### config.mk
export PLATFORM = sky130hd
export DESIGN_NAME = segment_allocator_first_best_fit_top
export DESIGN_NICKNAME = d
export VERILOG_FILES = /design/src/sv/sa_pkg.sv /design/src/sv/segment_allocator_first_best_fit_top.sv
export SDC_FILE = /design/constraint.sdc
export NUM_CORES = 2
export LEC_CHECK = 0
export ABC_CLOCK_PERIOD_IN_PS = 10200
export BUFFER_PORTS_ARGS = -buffer_cell sky130_fd_sc_hd__buf_2
export CAP_MARGIN = 20
export CELL_PAD_IN_SITES_DETAIL_PLACEMENT = 0
export CELL_PAD_IN_SITES_GLOBAL_PLACEMENT = 1
export CORE_MARGIN = 8
export CORE_UTILIZATION = 47
export DETAILED_ROUTE_END_ITERATION = 8
export GPL_ROUTABILITY_DRIVEN = 0
export PLACE_DENSITY_LB_ADDON = 0.25
export SLEW_MARGIN = 5
export SYNTH_ARGS = -nofsm -noshare
export SYNTH_HDL_FRONTEND = slang
export SYNTH_SLANG_ARGS = --single-unit
### constraint.sdc
create_clock -name i_clk -period 10.2 [get_ports i_clk]
set_input_delay 0.51 -clock i_clk [delete_from_list [all_inputs] [get_ports i_clk]]
set_output_delay 0.51 -clock i_clk [all_outputs]
set_load 0.005 [all_outputs]
### src/sv/sa_pkg.sv
// Shared constants and types for the segment allocator.
// No dependencies.
`default_nettype none
package sa_pkg;
    localparam int MaxSegments = 16;
    localparam int AddrWidth   = 16;
    localparam int IdWidth     = 8;
    localparam int IdxWidth    = $clog2(MaxSegments);
    localparam int CntWidth    = 7;

    localparam logic [1:0] StOk      = 2'd0;
    localparam logic [1:0] StNoMem   = 2'd1;
    localparam logic [1:0] StNoOwner = 2'd2;
    localparam logic [1:0] StFull    = 2'd3;

    localparam logic RegMemSize   = 1'b0;
    localparam logic RegFitPolicy = 1'b1;

    localparam logic ReqAlloc = 1'b0;
    localparam logic ReqFree  = 1'b1;

    typedef struct packed {
        logic [AddrWidth-1:0] start;
        logic [AddrWidth-1:0] len;
        logic                 owned;
        logic [IdWidth-1:0]   owner;
    } t_seg;
endpackage
`default_nettype wire

### src/sv/segment_allocator_first_best_fit_top.sv
// Segment allocator with first/best fit and coalescing on free.
// Each item passes a scan of the table and a decision state, then for a split a shift of the
// entries above the hole, or for a free up to two merges, each followed by deleting one entry.
// Flow: one item at a time; the next input beat is taken the cycle after the result is
// registered, and a waiting result holds the block in its output state only for the next item.
// Reset (synchronous, active low) sets one hole [0, 1024); a mem_size write sets one hole [0, mem_size).
`default_nettype none
module segment_allocator_first_best_fit_top (
    input  wire logic        i_clk,
    input  wire logic        i_rst_n,
    input  wire logic        i_valid,
    output logic             o_stall,
    input  wire logic        i_req_type,
    input  wire logic [7:0]  i_owner_id,
    input  wire logic [15:0] i_req_size,
    output logic             o_valid,
    input  wire logic        i_stall,
    output logic [1:0]       o_status,
    output logic [15:0]      o_grant_addr,
    output logic [6:0]       o_segment_count,
    input  wire logic        i_cfg_we,
    input  wire logic [0:0]  i_cfg_index,
    input  wire logic [15:0] i_cfg_data
);
    localparam logic [2:0] SIdle  = 3'd0;
    localparam logic [2:0] SScan  = 3'd1;
    localparam logic [2:0] SDec   = 3'd2;
    localparam logic [2:0] SShift = 3'd3;
    localparam logic [2:0] SMrgN  = 3'd4;
    localparam logic [2:0] SMrgP  = 3'd5;
    localparam logic [2:0] SDel   = 3'd6;
    localparam logic [2:0] SOut   = 3'd7;
    localparam int N = sa_pkg::MaxSegments;
    localparam int IW = sa_pkg::IdxWidth;
    localparam int CW = sa_pkg::CntWidth;

    sa_pkg::t_seg r_tab [N];
    logic [CW-1:0] r_total;
    logic          r_policy;
    logic [2:0]    r_state;
    logic          r_type;
    logic [7:0]    r_owner;
    logic [15:0]   r_size;
    logic [CW-1:0] r_i;
    logic [IW-1:0] r_pick;
    logic          r_found;
    logic          r_merged_next;
    logic [1:0]    r_status;
    logic [15:0]   r_addr;
    logic          r_ovalid;
    logic [1:0]    r_o_status;
    logic [15:0]   r_o_addr;
    logic [CW-1:0] r_o_count;

    sa_pkg::t_seg  w_cur;
    logic [IW-1:0] w_i;
    logic [16:0]   w_sum;
    logic          w_fit;
    logic          w_better;
    logic          w_acc;

    assign w_i   = r_i[IW-1:0];
    assign w_cur = r_tab[w_i];
    assign w_fit = !w_cur.owned && (w_cur.len >= r_size);
    assign w_better = !r_found || (r_policy && (w_cur.len < r_tab[r_pick].len));
    assign w_acc = i_valid && !o_stall;
    assign o_stall = (r_state != SIdle);
    assign o_valid = r_ovalid;
    assign o_status = r_o_status;
    assign o_grant_addr = r_o_addr;
    assign o_segment_count = r_o_count;

    always_comb begin
        case (r_state)
            SMrgN:   w_sum = {1'b0, r_tab[r_pick].len} + {1'b0, r_tab[r_pick + IW'(1)].len};
            SMrgP:   w_sum = {1'b0, r_tab[r_pick - IW'(1)].len} + {1'b0, r_tab[r_pick].len};
            default: w_sum = {1'b0, r_tab[r_pick].start} + {1'b0, r_size};
        endcase
    end

    always_ff @(posedge i_clk) begin
        if (!i_rst_n || (i_cfg_we && i_cfg_index == sa_pkg::RegMemSize)) begin
            for (int k = 0; k < N; k++) begin
                r_tab[k].start <= '0;
                r_tab[k].len   <= '0;
                r_tab[k].owned <= 1'b0;
                r_tab[k].owner <= '0;
            end
            r_tab[0].len <= !i_rst_n ? 16'd1024 : i_cfg_data;
            r_total <= CW'(1);
        end else begin
            case (r_state)
                SDec: begin
                    if (r_type == sa_pkg::ReqAlloc && r_found
                            && r_tab[r_pick].len == r_size) begin
                        r_tab[r_pick].owned <= 1'b1;
                        r_tab[r_pick].owner <= r_owner;
                    end else if (r_type == sa_pkg::ReqFree && r_found) begin
                        r_tab[r_pick].owned <= 1'b0;
                        r_tab[r_pick].owner <= '0;
                    end
                end
                SShift: begin
                    if (r_i > CW'(r_pick) + CW'(1)) begin
                        r_tab[w_i] <= r_tab[w_i - IW'(1)];
                    end else begin
                        r_tab[r_pick + IW'(1)].start <= w_sum[15:0];
                        r_tab[r_pick + IW'(1)].len   <= r_tab[r_pick].len - r_size;
                        r_tab[r_pick + IW'(1)].owned <= 1'b0;
                        r_tab[r_pick + IW'(1)].owner <= '0;
                        r_tab[r_pick].len   <= r_size;
                        r_tab[r_pick].owned <= 1'b1;
                        r_tab[r_pick].owner <= r_owner;
                        r_total <= r_total + CW'(1);
                    end
                end
                SMrgN: begin
                    if (CW'(r_pick) + CW'(1) < r_total
                            && !r_tab[r_pick + IW'(1)].owned) begin
                        r_tab[r_pick].len <= w_sum[15:0];
                    end
                end
                SMrgP: begin
                    if (r_pick != '0 && !r_tab[r_pick - IW'(1)].owned) begin
                        r_tab[r_pick - IW'(1)].len <= w_sum[15:0];
                    end
                end
                SDel: begin
                    if (r_i + CW'(1) < r_total) begin
                        r_tab[w_i] <= r_tab[w_i + IW'(1)];
                    end else begin
                        r_tab[w_i] <= '0;
                        r_total <= r_total - CW'(1);
                    end
                end
                default: ;
            endcase
        end
    end

    always_ff @(posedge i_clk) begin
        if (!i_rst_n) begin
            r_policy   <= 1'b0;
            r_state    <= SIdle;
            r_ovalid   <= 1'b0;
            r_o_status <= '0;
            r_o_addr   <= '0;
            r_o_count  <= '0;
        end else begin
            if (i_cfg_we && i_cfg_index == sa_pkg::RegFitPolicy) r_policy <= i_cfg_data[0];
            if (r_state == SOut && (!r_ovalid || !i_stall)) r_ovalid <= 1'b1;
            else if (r_ovalid && !i_stall) r_ovalid <= 1'b0;
            case (r_state)
                SIdle: begin
                    if (w_acc) begin
                        r_type  <= i_req_type;
                        r_owner <= i_owner_id;
                        r_size  <= i_req_size;
                        r_i     <= '0;
                        r_pick  <= '0;
                        r_found <= 1'b0;
                        r_merged_next <= 1'b0;
                        r_state <= SScan;
                    end
                end
                SScan: begin
                    if (r_i >= r_total || (r_type == sa_pkg::ReqAlloc && r_size == '0)) begin
                        r_state <= SDec;
                    end else if (r_type == sa_pkg::ReqAlloc) begin
                        if (w_fit && w_better) begin
                            r_pick  <= w_i;
                            r_found <= 1'b1;
                        end
                        if ((w_fit && !r_policy) || r_i == CW'(N - 1)) r_state <= SDec;
                        else r_i <= r_i + CW'(1);
                    end else begin
                        if (w_cur.owned && w_cur.owner == r_owner) begin
                            r_pick  <= w_i;
                            r_found <= 1'b1;
                            r_state <= SDec;
                        end else if (r_i == CW'(N - 1)) r_state <= SDec;
                        else r_i <= r_i + CW'(1);
                    end
                end
                SDec: begin
                    r_addr <= '0;
                    if (r_type == sa_pkg::ReqAlloc) begin
                        if (!r_found || r_size == '0) begin
                            r_status <= sa_pkg::StNoMem;
                            r_state  <= SOut;
                        end else if (r_tab[r_pick].len == r_size) begin
                            r_status <= sa_pkg::StOk;
                            r_addr   <= r_tab[r_pick].start;
                            r_state  <= SOut;
                        end else if (r_total >= CW'(N)) begin
                            r_status <= sa_pkg::StFull;
                            r_state  <= SOut;
                        end else begin
                            r_status <= sa_pkg::StOk;
                            r_addr   <= r_tab[r_pick].start;
                            r_i      <= r_total;
                            r_state  <= SShift;
                        end
                    end else if (!r_found) begin
                        r_status <= sa_pkg::StNoOwner;
                        r_state  <= SOut;
                    end else begin
                        r_status <= sa_pkg::StOk;
                        r_state  <= SMrgN;
                    end
                end
                SShift: begin
                    if (r_i > CW'(r_pick) + CW'(1)) r_i <= r_i - CW'(1);
                    else r_state <= SOut;
                end
                SMrgN: begin
                    if (CW'(r_pick) + CW'(1) < r_total
                            && !r_tab[r_pick + IW'(1)].owned) begin
                        r_i <= CW'(r_pick) + CW'(1);
                        r_merged_next <= 1'b1;
                        r_state <= SDel;
                    end else begin
                        r_state <= SMrgP;
                    end
                end
                SMrgP: begin
                    if (r_pick != '0 && !r_tab[r_pick - IW'(1)].owned) begin
                        r_i <= CW'(r_pick);
                        r_merged_next <= 1'b0;
                        r_state <= SDel;
                    end else begin
                        r_state <= SOut;
                    end
                end
                SDel: begin
                    if (r_i + CW'(1) < r_total) r_i <= r_i + CW'(1);
                    else if (r_merged_next) begin
                        r_merged_next <= 1'b0;
                        r_state <= SMrgP;
                    end else r_state <= SOut;
                end
                SOut: begin
                    if (!r_ovalid || !i_stall) begin
                        r_o_status <= r_status;
                        r_o_addr   <= r_addr;
                        r_o_count  <= r_total;
                        r_state    <= SIdle;
                    end
                end
                default: r_state <= SIdle;
            endcase
        end
    end
endmodule
`default_nettype wire

## Word level (Yosys, flattened, before mapping)

Memories as Yosys holds them, arrays and structs flattened. A register that Yosys moved wholly into a read port is not among the register bits.
Index checks and enable logic that the tools add are counted.

- Memories: 1
- Flip-flop bits (word level): 93
- Output and inout port bits: 27
- RAM bits: 656
- Word-level logic and storage cells: 250
- Bits of input ports: 47

Memories:

| name | words | width | read ports | clocked after Yosys merged registers in | wr ports | line | text |
|---|---|---|---|---|---|---|---|
| r_tab | 16 | 41 | 6 | 2 | 16 | segment_allocator_first_best_fit_top.sv:37 | `sa_pkg::t_seg r_tab [N];` |

- Reduce and logical (&&, ||, !) cells: 53
- Mux-type cells: 120
- Equality and inequality tests: 30
- $lt $le $gt $ge: 7
- Bitwise operators: 10
- Add/sub/neg operators: 13

Operators by type and width:

| operator | count |
|---|---|
| two-way mux 41 bit | 6 |
| OR reduction 41 bit | 4 |
| two-way mux 7 bit | 16 |
| two-way mux 16 bit | 5 |
| two-way mux 4 bit | 14 |
| two-way mux 1 bit | 49 |
| case mux 7 bit (7 select lines) | 1 |
| adder 16 bit | 3 |
| two-way mux 3 bit | 13 |
| case mux 16 bit (2 select lines) | 1 |
| != test 2 bit (second input constant) | 12 |
| case mux 3 bit (8 select lines) | 1 |
| AND reduction 6 bit | 3 |
| equality test 16 bit | 1 |
| >= comparator 16 bit | 1 |
| logical AND 1 bit | 16 |
| zero test 16 bit | 1 |
| less-than comparator 16 bit | 1 |
| two-way mux 2 bit | 8 |
| two-way mux 8 bit | 2 |
| subtractor 16 bit | 1 |
| != test 3 bit (second input constant) | 5 |
| AND reduction 15 bit | 1 |
| adder 7 x 1 -> 7 bit (second input constant) | 2 |
| other kinds (32) | 66 |

## Longest topological paths before layout

- Word-level depth: 13
- Mapped depth: 26
- Mapped depth without buffers: 18

## Worst setup path before layout

OpenSTA, ideal clock, no wires.

- Path type: register to register
- From: register r_pick[0]
- To: memory r_tab[12][17] (netlist name) (data pin)
- Data required time: 9.926 ns
- Slack: 2.789 ns
- Arrival time: 7.137 ns
- Stages on the path, launching flop included: 26
- Path buffers: 9
- Setup time: 0.274 ns
- Cell sequence: edfxtp_1 > buf_6 > buf_1 > buf_1 > inv_1 > ha_1 > clkbuf_1 > buf_2 > clkbuf_1 > clkbuf_1 > buf_1 > mux4_2 > mux4_1 > nand2_1 > o21ai_0 > ha_1 > fa_1 > a21o_1 > a221oi_1 > nor2b_1 > o21ai_0 > xor2_1 > mux2i_1 > o2bb2ai_1 > clkbuf_1 > o22ai_1

RTL lines:

| item | line | text |
|---|---|---|
| start: declaration | segment_allocator_first_best_fit_top.sv:45 | `logic [IW-1:0] r_pick;` |
| start signal: assignment | segment_allocator_first_best_fit_top.sv:171 | `r_pick <= w_i;` |
| start signal: assignment | segment_allocator_first_best_fit_top.sv:178 | `r_pick <= w_i;` |
| end: declaration | segment_allocator_first_best_fit_top.sv:37 |  |

==> metrics <==
Rows=127; Avg Synthesized Cell Area=12.19 sq um; # fillers=~10000; Clock power frac=0.161; vias in the first global route=roughly 46000; Total Routing Usage GR=0.3668; worst slack at placement=3.121 ns; crit path kind=reg -> reg; layout cells sized above 1=0.2979; initial antenna violation count=8; period utilization=0.7373; Worst-Skew Late Latency=0.76 ns; Final #Nets=approximately 4600; # port buffers=between 70 and 80; WL per Instance=between 40 and 50 um; clk sinks=757; worst r2r src=r_pick[1]; P_leak=21.31 nW; routed via count=49062; first-pass GRT wire length=about 350 mm; FF-to-FF setup slack=roughly 2.7 ns; sequential share of power=0.193; crit path DAT=between 7 and 8 ns; R2R depth=13; Reg-to-Reg End=r_tab[3][34]; M3 GR Usage=0.1705; synth unique cells=87; Die H=362.1 um; post-synthesis async set-or-reset flop share=0; setup ws final=~2.7 ns; Final Setup Violations=0; Most used DFF post-synth=edfxtp_1; Worst setup SP type=register; met2 Use GR=0.5133; Post-Syn Nets=roughly 4800; PwrDens=~340 nW/um^2; Sw Ratio=0.4934; RSZ-0062 raised after global routing=no; Max Slew Vio Count=0; Max clock buf depth=3; Worst EP required=about 11 ns; CTS tree=done; # IOs=74; dpl hpwl=between 150 and 200 mm; Reg clk slew, reported paths=0.06 ns; post-synthesis mux area share=0.3329; largest family of logic cells by synthesized area=multiplexers; Max-cap violations=0; GR Layer Usage met1=0.4549; Post-Synth Simple-Gate Area=0.08919; core area=between 100000 and 150000 sq um; final WL=248.7 mm; PostCTS Resize Cnt=0; Int Pwr=between 10 and 15 mW; Synth Instances=between 4000 and 5000; most frequent cells in the layout=mux4_2, edfxtp_1, o22ai_1; YS warnings=0; fmax=between 100 and 150 MHz; xor/xnor share of the synthesized area=0.01118; Worst slew margin=0.1443; setup TNS=0 ns; Layout Skew=about 0.053 ns; hold endpoint=r_policy; first drt pass iteration count=7; pin count of the biggest net entering global routing=101; Max H-tree Level=3; register area share after synthesis=0.3701; CTS Buf Count=90; post-CTS setup buffer count=0; post-synthesis compound-gate area fraction=0.1290; clk root buf=clkbuf_16; Post-Synth Adder-Cell Area=0.02631; Starting Density=0.4718; slew at the pin closest to its max-slew limit=1.282 ns; Post-synth EDFFs=~570; type of destination of the critical path=register; via density per instance=~7.9; Area growth syn-to-layout=9.981%; GR peak layer=met2; Comb power frac=0.646; Worst Hold Class=in -> reg; crit-path max FO=45; status=complete, no violations; # DRC=0; DR iter-0 viols=between 8000 and 9000; Psw=between 10 and 15 mW; hold path startpoint=i_cfg_data[0]; gr ovfl total=0; Hold Path Cell Cnt=3; Syn Std Cell Area=56310 sq um; DRT antenna net count=0; number of synthesized register bits=approximately 760; Hold-fix buffers, CTS=25; Hold Vio Cnt, Final=0; VDD IR max=approximately 0.32 mV; commonest non-fill, non-tap cell in the layout=mux4_2; die width=362.1 um; min cycle time layout=between 7 and 8 ns; Die ar.=approximately 130000 sq um
kinds of logic after synthesis:
group,after synthesis
AO/OA/AOI/OAI,1136
XOR/XNOR,71
adder cells (fa/ha/maj),116
buffers and inverters,587
flip-flops,757
multiplexers,914
AND/OR/NAND/NOR,1039
cells in the mapped netlist (12+ instances only):
library cell,instances,area share
a211oi_1,32,0.0043
a21o_1,34,0.0045
a21oi_1,176,0.016
a22oi_1,35,0.0047
a31oi_1,13,0.0014
and2_1,20,0.0022
and3_1,32,0.0036
buf_1,84,0.0056
buf_2,66,0.0059
clkbuf_1,355,0.024
dfxtp_1,189,0.067
edfxtp_1,568,0.30
ha_1,112,0.025
inv_1,72,0.0048
mux2_2,77,0.015
mux2i_1,78,0.014
mux4_2,755,0.30
nand2_1,374,0.025
nand2b_1,36,0.0040
nand3_1,136,0.012
nand4_1,91,0.010
nor2_1,170,0.011
nor2b_1,18,0.0020
nor3_1,32,0.0028
o2111ai_1,13,0.0020
o211ai_1,29,0.0039
o21a_1,12,0.0016
o21ai_0,201,0.018
o22ai_1,425,0.047
o31ai_1,49,0.0065
o41ai_1,12,0.0019
or3_1,74,0.0082
xnor2_1,41,0.0064
xor2_1,29,0.0045
how the worst max path moves through the flow:
stage / start / endpoint / slack, ns / cells past startpoint
after CTS: r_pick[1] / r_tab[4][40] / 3.07 / 11
after global placement: r_pick[1] / r_tab[4][33] / 3.10 / 11
after floorplan: r_pick[0] / r_tab[12][17] / 2.79 / 25
after global routing: r_pick[1] / r_tab[7][28] / 2.71 / 11
final: r_pick[1] / r_tab[3][34] / 2.68 / 13
after detailed placement: r_pick[1] / r_tab[4][33] / 3.12 / 11
metrics by stage:
step	cell area, sq um	utilization	std cells	power [mW]	hold slack (ns)
after floorplan	56310	-	4620	12.73	0.4363
after global placement	58380	0.4892	5959	17.12	0.4405
after detailed placement	58470	0.4900	5965	17.27	0.4435
after CTS	61760	0.5175	6158	20.67	0.03219
after global routing	61890	0.5186	6170	21.73	0.09247
final	61930	0.5189	6185	21.20	0.05970
power by group through the flow:
| stage | clock network [mW] | logic [mW] | registers, mW |
|---|---|---|---|
| finish | 3.41 | 13.7 | 4.09 |
| global route | 3.52 | 14.1 | 4.10 |
| CTS | 3.41 | 13.2 | 4.06 |
| detailed placement | 0 | 13.2 | 4.12 |
| global placement | 0 | 13.0 | 4.11 |
| floorplan | 0 | 8.99 | 3.74 |
state kept, by name, summed over array words and instances, names as in the netlist, 4 cells and up, named ones only:
name             cells
r_size              16
r_owner              8
r_tab              656
r_i                  7
o_segment_count      7
r_addr              16
r_pick               4
o_grant_addr        16
r_total              7
worst max-delay path, cell delays in order (launching register included):
cell and delay [ns]:
edfxtp_1 0.60, inv_1 0.25, ha_4 0.79, inv_1 0.27, ha_1 0.37, and4_1 0.15
a31oi_1 0.27, o211a_1 0.79, o21ai_0 0.33, o21ai_1 0.81, o211ai_2 0.61, nand2b_1 0.84
nand3_1 0.69, buf_4 0.38
routing by layer:
metal,up-vias,share of wire
met5,-,0.00078
met4,10,0.079
met3,1188,0.17
met2,4975,0.41
met1,24077,0.34
li1,18812,-
cell type report:
| cell class | instances | area [sq um] | share of cell area |
|---|---|---|---|
| tap | 1612 | 2017 | 0.03257 |
| clock inverter | 54 | 676.9 | 0.01093 |
| timing repair buffer | 281 | 2117 | 0.03419 |
| clock buffer | 114 | 2362 | 0.03815 |
| multi-input combinational | 3276 | 33560 | 0.5419 |
| inverter | 76 | 292.8 | 0.004728 |
| antenna | 15 | 37.54 | 0.0006061 |
| sequential | 757 | 20870 | 0.3369 |
No activity file was read; power rests on OpenSTA's default activity.
